==> src/rtl/spq_pkg.sv <==
// Shared types, constants and command/status bundles for the stable priority queue.
package spq_pkg;

   localparam int SPQ_DEPTH_DEFAULT = 16;

   localparam logic [1:0] ST_INSERTED = 2'd0;
   localparam logic [1:0] ST_REMOVED  = 2'd1;
   localparam logic [1:0] ST_EMPTY    = 2'd2;
   localparam logic [1:0] ST_FULL     = 2'd3;

   typedef struct packed {
      logic               mode;
      logic signed [31:0] item_value;
      logic signed [15:0] item_priority;
   } req_type;

   typedef struct packed {
      logic signed [31:0] removed_value;
      logic [1:0]         status;
      logic [4:0]         entry_count;
   } rsp_type;

   typedef struct packed {
      logic signed [31:0] val;
      logic signed [15:0] pri;
   } slot_type;

   typedef struct packed {
      logic       load_item;
      logic       rd_head;
      logic       rd_prev;
      logic       wr_shift;
      logic       wr_new;
      logic       pop;
      logic       emit;
      logic [1:0] status;
   } cmd_type;

   typedef struct packed {
      logic is_remove;
      logic empty;
      logic full;
      logic k_zero;
      logic greater;
      logic out_free;
   } stat_type;

endpackage

==> src/rtl/stable_min_priority_queue_core.sv <==
// Top level of the stable minimum priority queue: sequencer plus slot datapath.
//
// Bounded queue of (value, priority) pairs kept in ascending priority order, ties in
// arrival order, held in a circular single-port-write slot memory. One beat in gives
// exactly one result beat. A remove reads the head slot and advances the head pointer.
// An insert walks from the tail toward the head, moving each entry with a larger
// priority back one slot through the memory's registered read port; no final compare
// is needed when every held entry (or none) is larger.
// Insert on full and remove on empty finish with the state untouched.
// A finished result sits in an output register, so req_stall drops as soon as the
// result is loaded, even while rsp_stall holds it.
module stable_min_priority_queue_core import spq_pkg::*; #(
   parameter int QUEUE_DEPTH = SPQ_DEPTH_DEFAULT
) (
   input  logic    clock,
   input  logic    reset,
   input  logic    req_valid,
   output logic    req_stall,
   input  req_type req_data,
   output logic    rsp_valid,
   input  logic    rsp_stall,
   output rsp_type rsp_data
);

   cmd_type  cmd;
   stat_type stat;

   spq_control u_control (
      .clock     (clock),
      .reset     (reset),
      .req_valid (req_valid),
      .req_stall (req_stall),
      .stat      (stat),
      .cmd       (cmd)
   );

   spq_datapath #(
      .QUEUE_DEPTH (QUEUE_DEPTH)
   ) u_datapath (
      .clock     (clock),
      .reset     (reset),
      .req_data  (req_data),
      .cmd       (cmd),
      .stat      (stat),
      .rsp_valid (rsp_valid),
      .rsp_stall (rsp_stall),
      .rsp_data  (rsp_data)
   );

endmodule

==> src/rtl/spq_datapath.sv <==
// Slot memory, head/count/cursor registers and result register of the priority queue.
module spq_datapath import spq_pkg::*; #(
   parameter int QUEUE_DEPTH = SPQ_DEPTH_DEFAULT
) (
   input  logic    clock,
   input  logic    reset,
   input  req_type req_data,
   input  cmd_type cmd,
   output stat_type stat,
   output logic    rsp_valid,
   input  logic    rsp_stall,
   output rsp_type rsp_data
);

   localparam int PTR_W = $clog2(QUEUE_DEPTH);
   localparam int CNT_W = $clog2(QUEUE_DEPTH + 1);
   localparam logic [PTR_W:0]   DEPTH_P = (PTR_W + 1)'(QUEUE_DEPTH);
   localparam logic [PTR_W-1:0] LAST_P  = PTR_W'(QUEUE_DEPTH - 1);
   localparam logic [CNT_W-1:0] DEPTH_C = CNT_W'(QUEUE_DEPTH);

   slot_type mem [QUEUE_DEPTH];

   slot_type           rd_data_ff;
   req_type            item_ff;
   logic [PTR_W-1:0]   head_ff, head_in;
   logic [CNT_W-1:0]   count_ff, count_in;
   logic [PTR_W-1:0]   k_ff, k_in;
   logic signed [31:0] hold_value_ff;
   rsp_type            rsp_ff;
   logic               rsp_valid_ff;

   logic [PTR_W-1:0] km1;
   logic [PTR_W:0]   k_sum, km1_sum;
   logic [PTR_W:0]   k_wrap, km1_wrap;
   logic [PTR_W-1:0] k_phys, km1_phys;
   logic [PTR_W-1:0] rd_addr, wr_addr;
   logic             rd_en, wr_en;
   slot_type         wr_slot;
   logic [31:0]      cnt_wide;

   assign km1     = k_ff - 1'b1;
   assign k_sum   = {1'b0, head_ff} + {1'b0, k_ff};
   assign km1_sum = {1'b0, head_ff} + {1'b0, km1};
   assign k_wrap   = (k_sum >= DEPTH_P) ? k_sum - DEPTH_P : k_sum;
   assign km1_wrap = (km1_sum >= DEPTH_P) ? km1_sum - DEPTH_P : km1_sum;
   assign k_phys   = k_wrap[PTR_W-1:0];
   assign km1_phys = km1_wrap[PTR_W-1:0];

   assign rd_en   = cmd.rd_head | cmd.rd_prev;
   assign rd_addr = cmd.rd_head ? head_ff : km1_phys;
   assign wr_en   = cmd.wr_shift | cmd.wr_new;
   assign wr_addr = k_phys;
   assign wr_slot = cmd.wr_shift ? rd_data_ff
                                 : slot_type'{val: item_ff.item_value,
                                              pri: item_ff.item_priority};

   always_ff @(posedge clock) begin
      if (wr_en) begin
         mem[wr_addr] <= wr_slot;
      end
      if (rd_en) begin
         rd_data_ff <= mem[rd_addr];
      end
   end

   always_comb begin
      head_in  = head_ff;
      count_in = count_ff;
      k_in     = k_ff;
      if (cmd.load_item) begin
         k_in = count_ff[PTR_W-1:0];
      end
      if (cmd.wr_shift) begin
         k_in = km1;
      end
      if (cmd.wr_new) begin
         count_in = count_ff + 1'b1;
      end
      if (cmd.pop) begin
         count_in = count_ff - 1'b1;
         head_in  = (head_ff == LAST_P) ? '0 : head_ff + 1'b1;
      end
   end

   always_ff @(posedge clock) begin
      if (reset) begin
         head_ff      <= '0;
         count_ff     <= '0;
         rsp_valid_ff <= 1'b0;
      end else begin
         head_ff  <= head_in;
         count_ff <= count_in;
         if (cmd.emit) begin
            rsp_valid_ff <= 1'b1;
         end else if (!rsp_stall) begin
            rsp_valid_ff <= 1'b0;
         end
      end
   end

   assign cnt_wide = 32'(count_ff);

   always_ff @(posedge clock) begin
      k_ff <= k_in;
      if (cmd.load_item) begin
         item_ff       <= req_data;
         hold_value_ff <= '0;
      end else if (cmd.pop) begin
         hold_value_ff <= rd_data_ff.val;
      end
      if (cmd.emit) begin
         rsp_ff.removed_value <= hold_value_ff;
         rsp_ff.status        <= cmd.status;
         rsp_ff.entry_count   <= cnt_wide[4:0];
      end
   end

   assign stat.is_remove = item_ff.mode;
   assign stat.empty     = (count_ff == '0);
   assign stat.full      = (count_ff == DEPTH_C);
   assign stat.k_zero    = (k_ff == '0);
   assign stat.greater   = (rd_data_ff.pri > item_ff.item_priority);
   assign stat.out_free  = !rsp_valid_ff || !rsp_stall;

   assign rsp_valid = rsp_valid_ff;
   assign rsp_data  = rsp_ff;

endmodule

==> src/rtl/spq_control.sv <==
// Sequencer that steps the datapath through insert, remove and result delivery.
module spq_control import spq_pkg::*; (
   input  logic     clock,
   input  logic     reset,
   input  logic     req_valid,
   output logic     req_stall,
   input  stat_type stat,
   output cmd_type  cmd
);

   localparam logic [2:0] S_IDLE   = 3'd0;
   localparam logic [2:0] S_DECIDE = 3'd1;
   localparam logic [2:0] S_SHIFT  = 3'd2;
   localparam logic [2:0] S_CMP    = 3'd3;
   localparam logic [2:0] S_POP    = 3'd4;
   localparam logic [2:0] S_FIN    = 3'd5;

   logic [2:0] state_ff, state_in;
   logic [1:0] status_ff, status_in;

   always_comb begin
      state_in  = state_ff;
      status_in = status_ff;
      cmd       = '0;
      cmd.status = status_ff;
      case (state_ff)
         S_IDLE: begin
            if (req_valid) begin
               cmd.load_item = 1'b1;
               state_in      = S_DECIDE;
            end
         end
         S_DECIDE: begin
            if (stat.is_remove) begin
               if (stat.empty) begin
                  status_in = ST_EMPTY;
                  state_in  = S_FIN;
               end else begin
                  cmd.rd_head = 1'b1;
                  state_in    = S_POP;
               end
            end else if (stat.full) begin
               status_in = ST_FULL;
               state_in  = S_FIN;
            end else begin
               state_in = S_SHIFT;
            end
         end
         S_SHIFT: begin
            if (stat.k_zero) begin
               cmd.wr_new = 1'b1;
               status_in  = ST_INSERTED;
               state_in   = S_FIN;
            end else begin
               cmd.rd_prev = 1'b1;
               state_in    = S_CMP;
            end
         end
         S_CMP: begin
            if (stat.greater) begin
               cmd.wr_shift = 1'b1;
               state_in     = S_SHIFT;
            end else begin
               cmd.wr_new = 1'b1;
               status_in  = ST_INSERTED;
               state_in   = S_FIN;
            end
         end
         S_POP: begin
            cmd.pop   = 1'b1;
            status_in = ST_REMOVED;
            state_in  = S_FIN;
         end
         S_FIN: begin
            if (stat.out_free) begin
               cmd.emit = 1'b1;
               state_in = S_IDLE;
            end
         end
         default: begin
            state_in = S_IDLE;
         end
      endcase
   end

   always_ff @(posedge clock) begin
      if (reset) begin
         state_ff  <= S_IDLE;
         status_ff <= ST_INSERTED;
      end else begin
         state_ff  <= state_in;
         status_ff <= status_in;
      end
   end

   assign req_stall = (state_ff != S_IDLE);

endmodule
==> config.mk <==
export PLATFORM = sky130hd
export DESIGN_NAME = stable_min_priority_queue_core
export DESIGN_NICKNAME = d
export VERILOG_FILES = /design/src/rtl/spq_pkg.sv /design/src/rtl/stable_min_priority_queue_core.sv /design/src/rtl/spq_datapath.sv /design/src/rtl/spq_control.sv
export SDC_FILE = /design/constraint.sdc
export NUM_CORES = 1
export LEC_CHECK = 0
export ABC_AREA = 1
export BUFFER_PORTS_ARGS = -buffer_cell sky130_fd_sc_hd__buf_2
export CAP_MARGIN = 10
export CORE_MARGIN = 3
export CORE_UTILIZATION = 25
export CTS_BUF_LIST = sky130_fd_sc_hd__clkbuf_4
export DETAILED_ROUTE_END_ITERATION = 10
export HOLD_SLACK_MARGIN = 0.05
export PLACE_DENSITY = 0.51
export RECOVER_POWER = 100
export SLEW_MARGIN = 30
export SYNTH_ARGS = -nofsm -noshare
export SYNTH_HDL_FRONTEND = slang
export SYNTH_HIERARCHICAL = 1
export SYNTH_SLANG_ARGS = --single-unit
export TNS_END_PERCENT = 30
==> constraint.sdc <==
create_clock -name clock -period 5.8 [get_ports clock]
set_input_delay 1.16 -clock clock [delete_from_list [all_inputs] [get_ports clock]]
set_output_delay 1.16 -clock clock [all_outputs]
set_load 0.02 [all_outputs]
==> results of run 1 <==
## synthesized netlist by cell type (4+ instances only)
master	count	share of area
a21oi_1	149	0.018
dfxtp_1	47	0.023
nand3_1	262	0.032
xor2_1	5	0.0011
inv_2	5	0.00046
buf_1	8	0.00074
clkbuf_1	41	0.0038
buf_6	25	0.0069
inv_1	638	0.059
o211ai_1	96	0.018
o21ai_1	32	0.0039
edfxtp_1	908	0.67
buf_2	102	0.013
o21ai_0	100	0.012
nor2_1	44	0.0041
ha_1	27	0.0083
nand2_1	1296	0.12
buf_4	7	0.0013
nand4_1	4	0.00061
## path summary, 6_finish.rpt
check	to	startpoint	cells past startpoint
hold / removal	u_datapath/stat[5]	req_data[48]	1
setup / recovery	u_datapath/mem[5][40]	u_datapath/rd_data_ff[3]	19
hold reg to reg	u_datapath/rsp_data[25]	u_datapath/hold_value_ff[18]	0
setup reg to reg	u_datapath/mem[5][40]	u_datapath/rd_data_ff[3]	19
## logic make-up after synthesis
kind of cell    Yosys count  synth area share
buf+inv                 829            0.0848
xor+xnor                  7           0.00150
fa+ha+maj                30           0.00976
flops                   955             0.692
compound gates          379            0.0526
simple gates           1623             0.159
## final cells by class
class	count	area, sq um
Antenna cell	3	7.51
Fill cell	16900	114000
Tap cell	2160	2700
Clock inverter	48	241
Timing Repair Buffer	179	1150
Multi-Input combinational cell	2039	9250
Clock buffer	406	3050
Sequential cell	955	28200
Inverter	645	2440
## power groups by stage
stage | Combinational (mW) | Clock [mW] | Sequential, mW
CTS | 6.74 | 6.29 | 8.34
global route | 7.54 | 6.63 | 8.38
global placement | 6.68 | 0 | 8.48
detailed placement | 6.69 | 0 | 8.48
floorplan | 4.84 | 0 | 8.43
finish | 6.63 | 6.03 | 8.35
## cell usage in the layout, fill, tap and decap left out, types with 2 or more instances in the layout
master / synthesis / layout
o211ai_1: 96 / 96
clkinv_2: 1 / 8
xnor2_1: 2 / 2
nand2_4: 2 / 2
nand4_1: 4 / 4
dlygate4sd3_1: 0 / 28
bufinv_16: 0 / 2
o21ai_1: 32 / 31
nand2_1: 1296 / 1295
buf_12: 0 / 12
ha_1: 27 / 27
o21ai_4: 0 / 2
nand3_1: 262 / 263
clkbuf_1: 41 / 84
nor3_1: 3 / 3
inv_2: 5 / 8
xor2_1: 5 / 5
o21ai_0: 100 / 99
dfxtp_1: 47 / 47
clkbuf_2: 1 / 13
buf_4: 7 / 14
nor2_4: 2 / 19
nand2_2: 3 / 4
clkinv_1: 1 / 34
inv_1: 638 / 638
fa_1: 3 / 3
buf_2: 102 / 28
a21oi_1: 149 / 149
edfxtp_1: 908 / 908
nor2_1: 44 / 28
clkbuf_4: 0 / 406
diode_2: 0 / 3
## what timing repair did
item                                   4_1_cts  5_1_grt
resized for setup                            0        0
endpoints found under the hold margin       28        0
setup buffers                                0        0
hold buffers                                28        0
setup endpoints to repair                    0        0
## layer usage
layer  GRT usage  share of wire
met1       0.166           0.47
met4      0.0506          0.022
met3      0.0242          0.050
met2       0.197           0.46
met5           0              0
## state kept, by name, summed over array words and instances (netlist names), 4 cells and up
name                      flops
u_datapath/head_ff            4
u_datapath/rd_data_ff        48
u_datapath/mem              768
u_datapath/k_ff               4
u_datapath/item_ff           48
u_datapath/rsp_data          39
u_datapath/count_ff           5
u_datapath/hold_value_ff     32
==> results.yml, run 1 <==
place:
  hpwl_mm: 54.7
  dpl_worst_slack_ps: 1800
  gp_congestion: 0.752
  dpl-instance-area_sq_um: 43700
  dp.cells: 5950
  io_buffers: 93
detailed_routing:
  drt_iter0_drc: 2071
  first_pass_iters: 5
  wl_per_cell_um: 16.4
  avgViaCountPerCell: 4.17
  num_vias: 26800
  drc: 0
  ant_nets: 0
  wl_mm: 106
floorplan:
  ios: 94
  die_w_um: 410
  start_util: 0.253
  dieArea_sq_um: 168000
  core-area_sq_um: 161000
  dieHeight_um: 410
  num_rows: 147
sta:
  hold_viol_final: 0
  fin_hold_ws_ps: 289
  fin_worst_skew_ps: 71.8
  tightest_slew_ps: 3410
  setup_viol: 0
  max_freq_ghz: 0.210
  tns_ps: 0
  timing.final.crit_share: 0.821
  rsz0062_at_grt: "no"
  max-slew-margin-rel: -1.27
  setup_slack_ps: 1040
  period_needed_ps: 4760
  slew_viol_final: 788
global_route:
  antenna_found_initial: 3
  grt_pass1_wl_mm: 160
  track_usage: 0.124
  grt_pass1_vias: 26200
  overflow: 0
  grt_max_degree: 182
clock_network:
  clock_path_buffers: 4
  cts-root-buf: "clkbuf_4"
  cts-htree-levels: 5
  cts_tree: "done"
  insertion_delay_ps: 1100
  cts_sinks: 955
  clkTransAtPathRegs_ps: 70
  cts_buffers: 276
final_layout:
  finalNonFillerCells: 6435
  post-route-util: 0.292
  drive_above_1_share: 0.123
  layout-area-overhead-vs-synth_pct: 15.4
  layout.nets: 4179
  stdcell_area_sq_um: 47000
critical_path:
  end_kind: "flip-flop"
  reg2reg_slack_ps: 1040
  cpLargestDelayFamily: "simple AND/OR/NAND/NOR gates"
  cp_slowest_stage_delay_ps: 1070
  cp_data_arrival_time_ps: 5410
  worst_path_max_delay_cell: "clkbuf_2"
  cp.required_ps: 6450
  crit_fanout: 32
  critical_path_class: "flip-flop to flip-flop"
  path_cells: "ha_1, nand2_1, inv_1, nand2_1, nand2_1, nand2_1, nand2_1, nand2_1, nand2_1, nand2_1, nand2_1, nor2_1, nand4_1, inv_1, inv_1, nand2_1, nand3_1, nor2_4, clkbuf_2"
  path_buf_inv: 4
  crit_top_cell: "nand2_1"
  critPathLaunchType: "flip-flop"
synth:
  yosys_warnings: 6
  syn-num-nets: 3906
  syn_area_sq_um: 40800
  ys_async_sr_fraction: 0
  synth.distinct_cells: 34
  synth_seq_cells: 955
  synth_ff_type: "edfxtp_1"
  avgSynthCellArea_sq_um: 10.7
  synthCells: 3823
  ys_seq_area_frac: 0.692
  synth_edf_count: 908
power:
  power_frac_clock: 0.287
  power_frac_seq: 0.397
  p_sw_mw: 7.69
  p_sw_frac: 0.366
  ir_worst_vdd_v: 0.000433
  combinationalPowerShare: 0.316
  power.internal_mw: 13.3
  p_leak_nw: 19.4
  power_mw: 21.0
  pwr_density_cell_nw_per_um2: 447
job:
  maxCapViolations: 16
outcome:
  violations: "max-capacitance violations, max-slew violations"
  status: "finished, violations left"
hold_path:
  hp-class: "input pin to flip-flop"
(Power assumes the default switching activity.)
==> run 2, diff against run 1 <==
==> constraint.sdc (replaced) <==
create_clock -name clock -period 4.4 [get_ports clock]
set_input_delay 0.88 -clock clock [delete_from_list [all_inputs] [get_ports clock]]
set_output_delay 0.88 -clock clock [all_outputs]
set_load 0.02 [all_outputs]
==> results.yml, run 2 (same netlist as run 1, synthesis figures left out) <==
place:
  io_buffers: 93
  dpl-instance-area_sq_um: 44200
  gp_congestion: 0.768
  dp.cells: 5983
  hpwl_mm: 61.4
clock_network:
  clock_path_buffers: 4
  cts-htree-levels: 5
  cts_hold_buf: 51
  cts-root-buf: "clkbuf_4"
  cts_buffers: 278
  postCtsSetupBuffers: 0
  cts_sinks: 955
  insertion_delay_ps: 1150
  clkTransAtPathRegs_ps: 60
  cts_tree: "done"
  ctsResizeCount: 0
floorplan:
  die_w_um: 410
  num_rows: 147
  dieHeight_um: 410
  core-area_sq_um: 161000
  start_util: 0.253
  dieArea_sq_um: 168000
  ios: 94
global_route:
  grt_pass1_vias: 27100
  antenna_found_initial: 4
  grt_pass1_wl_mm: 167
  grt_max_degree: 110
  track_usage: 0.131
  overflow: 0
outcome:
  status: "finished, violations left"
  violations: "max-capacitance violations, max-slew violations"
final_layout:
  mostFrequentLayoutCells: "nand2_1, edfxtp_1, inv_1"
  finalNonFillerCells: 6498
  layout-area-overhead-vs-synth_pct: 17.1
  post-route-util: 0.296
  stdcell_area_sq_um: 47700
  largest_register_ffs: 768
  layout_commonest_cell: "nand2_1"
  drive_above_1_share: 0.129
  top_register: "u_datapath/mem"
  layout.nets: 4237
  largestRegisters: "u_datapath/mem (768), u_datapath/item_ff (48), u_datapath/rd_data_ff (48)"
critical_path:
  cpLargestDelayFamily: "simple AND/OR/NAND/NOR gates"
  critPathLaunchType: "flip-flop"
  end_kind: "flip-flop"
  cp.required_ps: 5140
  cp_data_arrival_time_ps: 4680
  cp_slowest_stage_delay_ps: 640
  crit_top_cell: "nand2_1"
  crit_fanout: 21
  worst_path_max_delay_cell: "clkbuf_2"
  path_buf_inv: 3
  path_cells: "ha_1, nand2_1, nand2_1, nand2_1, nand2_1, nand2_1, nand2_1, nand2_1, nand2_1, nand2_1, nand2_1, nor2_1, nand4_1, inv_1, inv_1, nand2_1, nand3_1, nor2_4, clkbuf_2"
  critical_path_class: "flip-flop to flip-flop"
detailed_routing:
  avgViaCountPerCell: 4.19
  wl_mm: 110
  num_vias: 27200
  wl_per_cell_um: 17.0
  drc: 0
  first_pass_iters: 7
  drt_iter0_drc: 2036
  ant_nets: 0
power:
  pwr_density_cell_nw_per_um2: 589
  ir_worst_vdd_v: 0.000316
  p_leak_nw: 19.8
sta:
  tightest_slew_ps: 2840
  max_freq_ghz: 0.254
  period_needed_ps: 3940
  timing.final.crit_share: 0.895
  max-slew-margin-rel: -0.894
  fin_worst_skew_ps: 92.4
  rsz0062_at_grt: "no"
  tns_ps: 0
  hold_viol_final: 0
  setup_viol: 0
  slew_viol_final: 129
hold_path:
  hp-class: "input pin to flip-flop"
job:
  maxCapViolations: 4
==> run 2: per-layer routing <==
metal | routed length (um) | track usage | vias to the layer above | part of all wire
met5 | 0 | 0 | - | 0
met4 | 2540 | 0.0476 | 0 | 0.023
met3 | 5660 | 0.0233 | 185 | 0.051
met2 | 50600 | 0.206 | 732 | 0.46
met1 | 51400 | 0.179 | 13000 | 0.47
li1 | - | - | 13300 | -
==> run 2: tightest hold or removal path, delay by kind of cell <==
| family | cells | cell delay (ps) |
|---|---|---|
| AND/OR/NAND/NOR | 1 | 60 |
| AO/OA/AOI/OAI | 2 | 120 |
| buffers and inverters | 2 | 160 |
==> run 2: final timing paths <==
kind | cells past startpoint | endpoint | slack (ps) | start
worst min-delay path | 5 | u_control/state_ff[0] | 170 | req_valid
worst min register to register | 0 | u_datapath/rsp_data[25] | 410 | u_datapath/hold_value_ff[18]
worst max register to register | 19 | u_datapath/mem[9][26] | 460 | u_datapath/rd_data_ff[1]
worst max-delay path | 19 | u_datapath/mem[9][26] | 460 | u_datapath/rd_data_ff[1]
==> run 2: power by group <==
part / switching (mW) / internal [mW] / total [mW]
sequential: 0.202 / 10.8 / 11.0
combinational: 6.44 / 2.64 / 9.08
clock: 3.65 / 4.38 / 8.03
==> run 2: area by class of cell <==
type	instances	area, sq um
sequential	955	28200
clock inverter	50	278
inverter	645	2430
multi-input combinational	2039	9180
antenna	7	17.5
timing repair buffer	235	1850
tap	2160	2700
clock buffer	407	3060
fill	16800	114000
==> run 2: through the flow <==
| stage | hold WS, ps | setup WS [ps] | power [mW] |
|---|---|---|---|
| floorplan | 409 | 62.5 | 17.5 |
| global placement | 418 | 550 | 20.4 |
| detailed placement | 418 | 584 | 20.4 |
| CTS | 53.7 | 513 | 28.6 |
| global route | 60.8 | 121 | 30.1 |
| finish | 169 | 463 | 28.1 |
